`config.mk`:
```
export PLATFORM = sky130hd
export DESIGN_NAME = fifo_vertex_cache_miss_counter
export DESIGN_NICKNAME = d
export VERILOG_FILES = /design/src/sv/fvcmc_pkg.sv /design/src/sv/fifo_vertex_cache_miss_counter.sv /design/src/sv/fvcmc_ctrl.sv /design/src/sv/fvcmc_datapath.sv
export VERILOG_INCLUDE_DIRS = /design/src /design/src/sv
export SDC_FILE = /design/constraint.sdc
export NUM_CORES = 2
export LEC_CHECK = 0
export BUFFER_PORTS_ARGS = -buffer_cell sky130_fd_sc_hd__buf_4
export CORE_ASPECT_RATIO = 0.7
export CORE_MARGIN = 2
export CORE_UTILIZATION = 45
export CTS_BUF_LIST = sky130_fd_sc_hd__clkbuf_2
export DETAILED_ROUTE_END_ITERATION = 10
export PLACE_DENSITY = 0.57
export RECOVER_POWER = 50
export SYNTH_ARGS = -nofsm -noshare
export SYNTH_HDL_FRONTEND = slang
export SYNTH_HIERARCHICAL = 1
export SYNTH_SLANG_ARGS = --single-unit
```
`constraint.sdc`:
```
create_clock -name clk -period 22.2 [get_ports clk]
set_input_delay 4.44 -clock clk [delete_from_list [all_inputs] [get_ports clk]]
set_output_delay 4.44 -clock clk [all_outputs]
set_load 0.1 [all_outputs]
```
`src/sv/fifo_vertex_cache_miss_counter_macros.svh`:
```
// ----------------------------------------------------------------------------
// FIFO vertex cache miss counter assertion macros
// Concurrent assertion helpers shared by the RTL modules of the block.
// ----------------------------------------------------------------------------
`ifndef FIFO_VERTEX_CACHE_MISS_COUNTER_MACROS_SVH
`define FIFO_VERTEX_CACHE_MISS_COUNTER_MACROS_SVH

`ifndef SYNTHESIS
// Assertion that is switched off while reset is held.
`define FVCMC_ASSERT(lbl, clk, rst, prop, msg) \
  lbl: assert property (@(posedge clk) disable iff (rst) prop) else $error(msg);
// Assertion that is checked at every clock edge, reset included.
`define FVCMC_ASSERT_ALWAYS(lbl, clk, prop, msg) \
  lbl: assert property (@(posedge clk) prop) else $error(msg);
`else
`define FVCMC_ASSERT(lbl, clk, rst, prop, msg)
`define FVCMC_ASSERT_ALWAYS(lbl, clk, prop, msg)
`endif

`endif

```
`src/sv/fvcmc_pkg.sv`:
```
// ----------------------------------------------------------------------------
// FIFO vertex cache miss counter package
// Sizes, transaction types, controller commands and a helper function.
// ----------------------------------------------------------------------------
package fvcmc_pkg;

  localparam int MAX_ENTRIES = 32;
  localparam int PTR_W       = $clog2(MAX_ENTRIES);
  localparam int FILL_W      = $clog2(MAX_ENTRIES + 1);
  localparam int OFF_W       = PTR_W + 1;
  localparam int CFG_W       = 6;
  localparam int CAP_W       = (FILL_W > CFG_W) ? FILL_W : CFG_W;
  localparam int VI_W        = 32;
  localparam int COUNT_W     = 32;

  localparam logic [CFG_W-1:0] CACHE_ENTRIES_RESET = CFG_W'(32);

  typedef struct packed {
    logic [VI_W-1:0] vertex_index;
    logic            end_of_mesh;
  } in_t;

  typedef struct packed {
    logic               hit;
    logic [COUNT_W-1:0] index_count;
    logic [COUNT_W-1:0] miss_count;
    logic               last_of_mesh;
  } out_t;

  typedef struct packed {
    logic load_in;
    logic compare;
    logic update;
  } fvcmc_cmd_t;

  function automatic logic [COUNT_W-1:0] sat_inc(input logic [COUNT_W-1:0] v);
    return (&v) ? v : v + COUNT_W'(1);
  endfunction

endpackage

```
`src/sv/fifo_vertex_cache_miss_counter.sv`:
```
// ----------------------------------------------------------------------------
// FIFO vertex cache miss counter
// Simulates a FIFO post-transform vertex cache over a stream of vertex
// indices and reports hits with running per-mesh index and miss counts.
// ----------------------------------------------------------------------------
// A transaction goes from acceptance to the result register in order: the
// index is captured, all cache slots are compared against it in parallel and
// the match vector is registered, and the matches are reduced and the ring,
// counters and result are updated, which waits while the output is stalled.
// A new transaction is accepted while an earlier result still waits to be
// taken. The user must write the capacity register only while idle, and the
// block does not enforce it; values above the ring size use the whole ring.
module fifo_vertex_cache_miss_counter import fvcmc_pkg::*; (
  input  logic             clk,
  input  logic             rst,
  input  logic             in_valid,
  output logic             in_stall,
  input  in_t              in_data,
  output logic             out_valid,
  input  logic             out_stall,
  output out_t             out_data,
  input  logic             cfg_wr_en,
  input  logic [CFG_W-1:0] cfg_wr_data
);

  fvcmc_cmd_t cmd;

  fvcmc_ctrl u_ctrl (
    .clk       (clk),
    .rst       (rst),
    .in_valid  (in_valid),
    .in_stall  (in_stall),
    .out_valid (out_valid),
    .out_stall (out_stall),
    .cmd       (cmd)
  );

  fvcmc_datapath u_datapath (
    .clk         (clk),
    .rst         (rst),
    .cmd         (cmd),
    .in_data     (in_data),
    .cfg_wr_en   (cfg_wr_en),
    .cfg_wr_data (cfg_wr_data),
    .out_data    (out_data)
  );

endmodule

```
`src/sv/fvcmc_ctrl.sv`:
```
// ----------------------------------------------------------------------------
// FIFO vertex cache miss counter controller
// Sequences capture, compare and update of one transaction and owns the
// output valid flag.
// ----------------------------------------------------------------------------
`include "fifo_vertex_cache_miss_counter_macros.svh"

module fvcmc_ctrl import fvcmc_pkg::*; (
  input  logic       clk,
  input  logic       rst,
  input  logic       in_valid,
  output logic       in_stall,
  output logic       out_valid,
  input  logic       out_stall,
  output fvcmc_cmd_t cmd
);

  typedef enum logic [1:0] {
    S_IDLE,
    S_CMP,
    S_UPD
  } state_t;

  state_t state;
  logic   out_free;

  assign out_free    = !out_valid || !out_stall;
  assign in_stall    = (state != S_IDLE);
  assign cmd.load_in = (state == S_IDLE) && in_valid;
  assign cmd.compare = (state == S_CMP);
  assign cmd.update  = (state == S_UPD) && out_free;

  always_ff @(posedge clk) begin
    if (rst) begin
      state     <= S_IDLE;
      out_valid <= 1'b0;
    end else begin
      if (cmd.update) begin
        out_valid <= 1'b1;
      end else if (out_valid && !out_stall) begin
        out_valid <= 1'b0;
      end
      unique case (state)
        S_IDLE: begin
          if (in_valid) begin
            state <= S_CMP;
          end
        end
        S_CMP: begin
          state <= S_UPD;
        end
        S_UPD: begin
          if (out_free) begin
            state <= S_IDLE;
          end
        end
        default: begin
          state <= S_IDLE;
        end
      endcase
    end
  end

  `FVCMC_ASSERT(a_accept_to_cmp, clk, rst, (in_valid && !in_stall) |=> (state == S_CMP), "accepted transaction did not enter compare")
  `FVCMC_ASSERT(a_cmp_to_upd, clk, rst, (state == S_CMP) |=> (state == S_UPD), "compare was not followed by update")
  `FVCMC_ASSERT(a_result_from_upd, clk, rst, $rose(out_valid) |-> ($past(state) == S_UPD), "result appeared without an update")

endmodule

```
`src/sv/fvcmc_datapath.sv`:
```
// ----------------------------------------------------------------------------
// FIFO vertex cache miss counter datapath
// Holds the cache ring, occupancy, mesh counters, capacity register and the
// output register, and carries out the commands of the controller.
// ----------------------------------------------------------------------------
`include "fifo_vertex_cache_miss_counter_macros.svh"

module fvcmc_datapath import fvcmc_pkg::*; (
  input  logic             clk,
  input  logic             rst,
  input  fvcmc_cmd_t       cmd,
  input  in_t              in_data,
  input  logic             cfg_wr_en,
  input  logic [CFG_W-1:0] cfg_wr_data,
  output out_t             out_data
);

  logic [CFG_W-1:0]       cache_entries;
  logic [VI_W-1:0]        slots [MAX_ENTRIES];
  logic [FILL_W-1:0]      slots_filled;
  logic [FILL_W-1:0]      slots_filled_next;
  logic [PTR_W-1:0]       oldest_pointer;
  logic [PTR_W-1:0]       oldest_pointer_next;
  logic [COUNT_W-1:0]     indices_seen;
  logic [COUNT_W-1:0]     misses_seen;
  logic [COUNT_W-1:0]     indices_next;
  logic [COUNT_W-1:0]     misses_next;
  in_t                    item;
  logic [MAX_ENTRIES-1:0] match_vec;
  logic [MAX_ENTRIES-1:0] match;
  logic                   hit;
  logic [CAP_W-1:0]       cap;
  logic                   has_room;
  logic [OFF_W-1:0]       wpos_sum;
  logic [PTR_W-1:0]       wpos;

  // A slot is occupied when its distance from the oldest entry is below the fill.
  always_comb begin
    logic [OFF_W-1:0] off;
    for (int p = 0; p < MAX_ENTRIES; p++) begin
      if (OFF_W'(p) >= OFF_W'(oldest_pointer)) begin
        off = OFF_W'(p) - OFF_W'(oldest_pointer);
      end else begin
        off = OFF_W'(p) + OFF_W'(MAX_ENTRIES) - OFF_W'(oldest_pointer);
      end
      match_vec[p] = (off < OFF_W'(slots_filled)) && (slots[p] == item.vertex_index);
    end
  end

  assign hit = |match;
  assign cap = (CAP_W'(cache_entries) > CAP_W'(MAX_ENTRIES)) ?
               CAP_W'(MAX_ENTRIES) : CAP_W'(cache_entries);
  assign has_room = CAP_W'(slots_filled) < cap;
  assign wpos_sum = OFF_W'(oldest_pointer) + OFF_W'(slots_filled);
  assign wpos = (wpos_sum >= OFF_W'(MAX_ENTRIES)) ?
                PTR_W'(wpos_sum - OFF_W'(MAX_ENTRIES)) : PTR_W'(wpos_sum);

  always_comb begin
    slots_filled_next   = slots_filled;
    oldest_pointer_next = oldest_pointer;
    indices_next        = sat_inc(indices_seen);
    misses_next         = misses_seen;
    if (!hit) begin
      misses_next = sat_inc(misses_seen);
      if (has_room) begin
        slots_filled_next = slots_filled + FILL_W'(1);
      end else if (oldest_pointer == PTR_W'(MAX_ENTRIES - 1)) begin
        oldest_pointer_next = '0;
      end else begin
        oldest_pointer_next = oldest_pointer + PTR_W'(1);
      end
    end
  end

  always_ff @(posedge clk) begin
    if (rst) begin
      cache_entries  <= CACHE_ENTRIES_RESET;
      slots_filled   <= '0;
      oldest_pointer <= '0;
      indices_seen   <= '0;
      misses_seen    <= '0;
    end else begin
      if (cfg_wr_en) begin
        cache_entries <= cfg_wr_data;
      end
      if (cmd.update) begin
        if (item.end_of_mesh) begin
          slots_filled   <= '0;
          oldest_pointer <= '0;
          indices_seen   <= '0;
          misses_seen    <= '0;
        end else begin
          slots_filled   <= slots_filled_next;
          oldest_pointer <= oldest_pointer_next;
          indices_seen   <= indices_next;
          misses_seen    <= misses_next;
        end
      end
    end
  end

  always_ff @(posedge clk) begin
    if (cmd.load_in) begin
      item <= in_data;
    end
    if (cmd.compare) begin
      match <= match_vec;
    end
    if (cmd.update) begin
      if (!hit) begin
        slots[wpos] <= item.vertex_index;
      end
      out_data.hit          <= hit;
      out_data.index_count  <= indices_next;
      out_data.miss_count   <= misses_next;
      out_data.last_of_mesh <= item.end_of_mesh;
    end
  end

  `FVCMC_ASSERT(a_fill_bound, clk, rst, slots_filled <= FILL_W'(MAX_ENTRIES), "cache fill exceeds the number of slots")
  `FVCMC_ASSERT(a_ptr_bound, clk, rst, OFF_W'(oldest_pointer) < OFF_W'(MAX_ENTRIES), "oldest pointer outside the ring")
  `FVCMC_ASSERT(a_mesh_clear, clk, rst, (cmd.update && item.end_of_mesh) |=> (indices_seen == '0 && misses_seen == '0 && slots_filled == '0), "mesh state not cleared after the last transaction")

endmodule
```
# [Yosys cells after proc, flatten, opt, wreduce, memory -nomap -nowiden]
# Memories as Yosys holds them, arrays and structs flattened.
# Index checks and enable logic that the tools add are counted.
# Widths: inputs -> output; s select.
[op_classes] add_sub_neg=69 mul=0 div_mod_pow=0 n_lt_le_gt_ge=66 eq_ne=39 shift=0 muxes=53 n_bitwise=0 n_reduce_logical=48
[op_table] op="$eq 32x32->1" n=32
[op_table] op="$mux 6" n=35
[op_table] op="$lt 6x6->1" n=33
[op_table] op="$sub 6x5->6 const A" n=31
[op_table] op="$mux 32" n=5
[op_table] op="$sub 5x5->6 const A" n=16
[op_table] op="$ge 5x5->1 const A" n=15
[op_table] op="$add 32x1->32 const B" n=2
[op_table] op="$reduce_and 32->1" n=2
[op_table] op="$sub 4x5->6 const A" n=8
[op_table] op="$ge 4x5->1 const A" n=8
[op_table] op="$logic_and 1x1->1" n=35
[op_table] op="$reduce_or 32->1" n=1
[op_table] op="$mux 5" n=5
[op_table] op="$sub 3x5->6 const A" n=4
[op_table] op="$ge 3x5->1 const A" n=4
[op_table] op="$sub 1x5->6 const A" n=2
[op_table] op="$sub 2x5->6 const A" n=2
[op_table] op="$ge 1x5->1 const A" n=2
[op_table] op="$ge 2x5->1 const A" n=2
[op_table] op="$add 5x6->6" n=1
[op_table] op="$add 6x1->6 const B" n=1
[op_table] op="$ge 6x6->1 const B" n=1
[op_table] op="$gt 6x6->1 const B" n=1
[op_table] op="other kinds (16)" n=27
[word_totals] register_bits=215 latchBits=0 ramBits=1024 romBits=0 wordCells=290 n_memories=1
[memory_table] memory="u_datapath.slots" depth=32 word_bits=32 rd=32 rd_ports_with_merged_regs=0 write_ports=1 line="fvcmc_datapath.sv:19" source="logic [VI_W-1:0] slots [MAX_ENTRIES];"

# [Longest topological paths before layout]
[logic_depth] word_depth=6 ltp_mapped=13 depth_no_buf=12

# [Hierarchy]
# The synthesis kept the hierarchy.
[modules_own_cells] mod="fvcmc_datapath" instances=1 cells_each=3914 area_per_inst_um2=55669.6 seq_area_each_um2=36304.8
[modules_own_cells] mod="fvcmc_ctrl" instances=1 cells_each=14 area_per_inst_um2=131.4 seq_area_each_um2=60.1

# [Worst setup path after synthesis]
# No wires, ideal clock.
[synth_timing] path_kind="input to register" from="input out_stall" to="memory u_datapath.slots[11][0], enable pin" arrival_ns=10.282 setup_slack_ns=11.497 cell_stages=6 path_buffers=2 cell_sequence="a21oi_1 > clkbuf_1 > inv_1 > or4_1 > clkbuf_1 > nor2_1"
[synth_via] elab_chain_cells=5
[synth_rtl] item="start, declared" line="fifo_vertex_cache_miss_counter.sv:20" source="input logic out_stall,"
[synth_rtl] item="$logic_not 1->1" line="fvcmc_ctrl.sv:27" source="assign out_free = !out_valid || !out_stall;"
[synth_rtl] item="$logic_or 1x1->1" line="fvcmc_ctrl.sv:27"
[synth_rtl] item="$logic_and 1x1->1" line="fvcmc_ctrl.sv:31" source="assign cmd.update = (state == S_UPD) && out_free;"
[synth_rtl] item="$mux 1" line="fvcmc_datapath.sv:109" source="if (cmd.update) begin"
[synth_rtl] item="$mux 1 (not written as such)" line="fvcmc_datapath.sv:111" source="slots[wpos] <= item.vertex_index;"
[synth_rtl] item="end, declared" line="fvcmc_datapath.sv:19"
# Every way passes these cells.

==> impl_results.md <==
* Top post-synthesis cells by count: 1,155 x edfxtp_1, 897 x xor2_1, 234 x nor4_1
* Routed wire length at about 150 mm
* CTS Root Cell: clkbuf_2
* Initial Util at 45.2%
* Post-CTS Hold Fix Bufs at 0
* MaxCap Viol Count at 55
* Register bit total from synthesis at ~1,200
* Die height at around 300 um
* Post-synth top flop: edfxtp_1
* Chip width at between 400 and 500 um
* Post-Place Cells at roughly 5,600
* Vias/cell at ~5.4
* Critical Path RT at between 20 and 25 ns
* Pleak at about 21 nW
* Post-Syn Instances at around 4,000
* Async S/R FF share, synth at 0%
* Skew final at 0.150 ns
* PortBufs at 111
* Top-Level Pins at roughly 110
* Multiplexer share of the synthesized area at less than 1%
* Final Max Slew Viols at slightly above 2,000
* P&R area growth vs syn at 9.52%
* Worst-path clk slew at around 0.1 ns
* Vias at ~33,000
* CP startpoint kind: input pin
* Post-CTS Resized at 0
* Wirelength per Cell at roughly 24 um
* Achievable Freq at around 120 MHz
* First-pass GRT wire length at between 200 and 250 mm
* Post-synth EDFFs at approximately 1,200
* Share of the synthesized area in the top cell type at between 60 and 70%
* Post-Syn Area at around 56,000 um^2
* CP Data Arrival Time at 9.47 ns
* Hold Path Class: reg2reg
* Simple-gate portion of the synthesized area at 7.97%
* CTS max path bufs at 4
* Worst-Margin Slew at about 5.8 ns
* XOR/XNOR share of the synthesized area at 17.7%
* Vias in the first global route at roughly 32,000
* Fin cells at 6,121
* Unrepaired setup endpoints after global routing: false
* Setup repair bufs after CTS at 0
* Synth Area in Adders at under 10%
* TritonCTS clock tree: done
* RD Place Congestion at between 0.8 and 0.9
* Yosys warns at 6
* H-tree levels at 5
* Final period utilization at 36.7%
* Setup tns final at 0 ns
* Dominant cell type by area after synthesis: edfxtp_1
* Largest net degree at the start of global routing at 74
* Drt pass-1 iters at 5
* Max-slew headroom at -290%
* Largest cells by area after synthesis: edfxtp_1 62%, xor2_1 14%, xnor2_1 3.6%
* CTS buffer count at 312
* Fraction of layout cells with a size suffix above 1 at between 10 and 15%
* Final net count at between 4,000 and 5,000
* Setup Viol. Count Final at 0
* Crit Path Category: in2reg
* Crit. End Element: flop
* Largest family of logic cells by synthesized area: XOR/XNOR gates
* CTS sink count at about 1,200
* Peak supply drop at between 0.00006 and 0.00007 V
* Final Util at 49.5%
* Placeable Area at ~120,000 um^2
* Antenna violations before repair at 12
* # DRC at 0
* Critical Path Fanout Max at 73
* Crit path time final at around 8.1 ns
* Total GRT Usage at about 23%
* Number of core rows at approximately 110
* Post-route ant nets at 0
* Status: finished, violations left
* Clock latency on the worst-skew pair at 1.66 ns
* Total power at about 4.3 mW
* Global route overflow at 0
* Post-synthesis sequential area ratio at around 65%
* Avg Inst Size Synth at around 14 um^2
* Cell Pwr Density at between 70 and 80 nW/um^2
* Initial DRC count at ~3,300
* Compound-gate portion of the synthesized area at under 10%
* DP HPWL at between 80 and 90 mm
* Post-synthesis cell type count at ~80
* Failing checks: max-capacitance violations, max-slew violations
* Dominant cell by count in the synthesized netlist: edfxtp_1
* Endpoints failing hold at 0
* Die area at around 130,000 um^2
## worst paths after layout
kind / start / end / slack (ns) / depth (start not counted)
min: u_datapath/item[13] / u_datapath/slots[25][12] / 0.48 / 0
max reg2reg: u_datapath/item[23] / u_datapath/match[0] / 15.34 / 7
max: rst / u_datapath/misses_seen[13] / 14.05 / 6
min reg2reg: u_datapath/item[13] / u_datapath/slots[25][12] / 0.48 / 0
## cells in the final DEF (no fill, tap or decap), drive strengths merged, types with 3 or more instances in the layout
cell       n
a21o      57
a21oi    132
a31oi     26
a32o       3
a32oi      3
a41oi     12
and2       7
and3      20
and4       7
buf      122
bufinv     4
clkbuf   544
clkinv    66
dfxtp     84
edfxtp  1155
ha       142
inv       67
mux2i      9
nand2    109
nand2b     8
nand3     68
nand4    130
nand4b     3
nor2      96
nor2b     10
nor3      48
nor4     234
o211ai    13
o21ai     68
o21bai     5
or2        3
or3       33
or4       16
xnor2    231
xor2     897
## registers in the layout (all words and copies together) (netlist names)
| signal | count |
|---|---|
| u_ctrl/out_valid | 1 |
| u_datapath/out_data | 66 |
| u_datapath/cache_entries | 6 |
| u_ctrl/state | 2 |
| u_datapath/match | 32 |
| u_datapath/slots | 1024 |
| u_datapath/misses_seen | 32 |
| u_datapath/indices_seen | 32 |
| u_datapath/slots_filled | 6 |
| u_datapath/oldest_pointer | 5 |
| u_datapath/item | 33 |
## power breakdown
group	switching (mW)	internal [mW]	total, mW	leakage, nW
Clock	0.912	0.569	1.48	2.01
Combinational	0.206	0.0718	0.278	7.84
Sequential	0.00740	2.57	2.57	11.2
Total	1.13	3.21	4.33	21.0
## cell families after synthesis
group | after synthesis
other cells | 1
flops | 1239
buf+inv | 263
xor+xnor | 1128
simple gates | 798
mux | 11
fa+ha+maj | 143
compound gates | 345
## worst max-delay path, cell delays in order
cell	delay (ns)
clkbuf_1	0.51
clkbuf_1	2.56
inv_1	1.15
and3_1	0.54
mux2i_1	0.12
o21ai_0	0.10
## layout make-up
class                           count  area (um^2)
Antenna cell                        2         5.00
Clock buffer                      438         2190
Clock inverter                     73          387
Fill cell                       10900        62400
Inverter                           64          240
Multi-Input combinational cell   2427        18400
Sequential cell                  1239        36400
Tap cell                         1650         2060
Timing Repair Buffer              228         1440
## layer usage
metal	GRT usage [%]	up-vias	part of all wire (%)	routed length [um]
li1	-	15300	-	-
met3	4.92	190	7.7	11300
met4	7.46	0	1.9	2760
met5	0	-	0	0
met2	31.8	1158	42	61100
met1	36.2	16300	49	71800
## stage by stage
stage	setup slack (ns)	cell area [um^2]	hold slack (ns)
after floorplan	11.50	55800	0.452
after global placement	14.42	59100	0.483
after global routing	13.64	61100	0.494
after CTS	14.90	61700	0.515
after detailed placement	14.40	59100	0.488
final	14.05	61100	0.476
(Power assumes the default switching activity.)
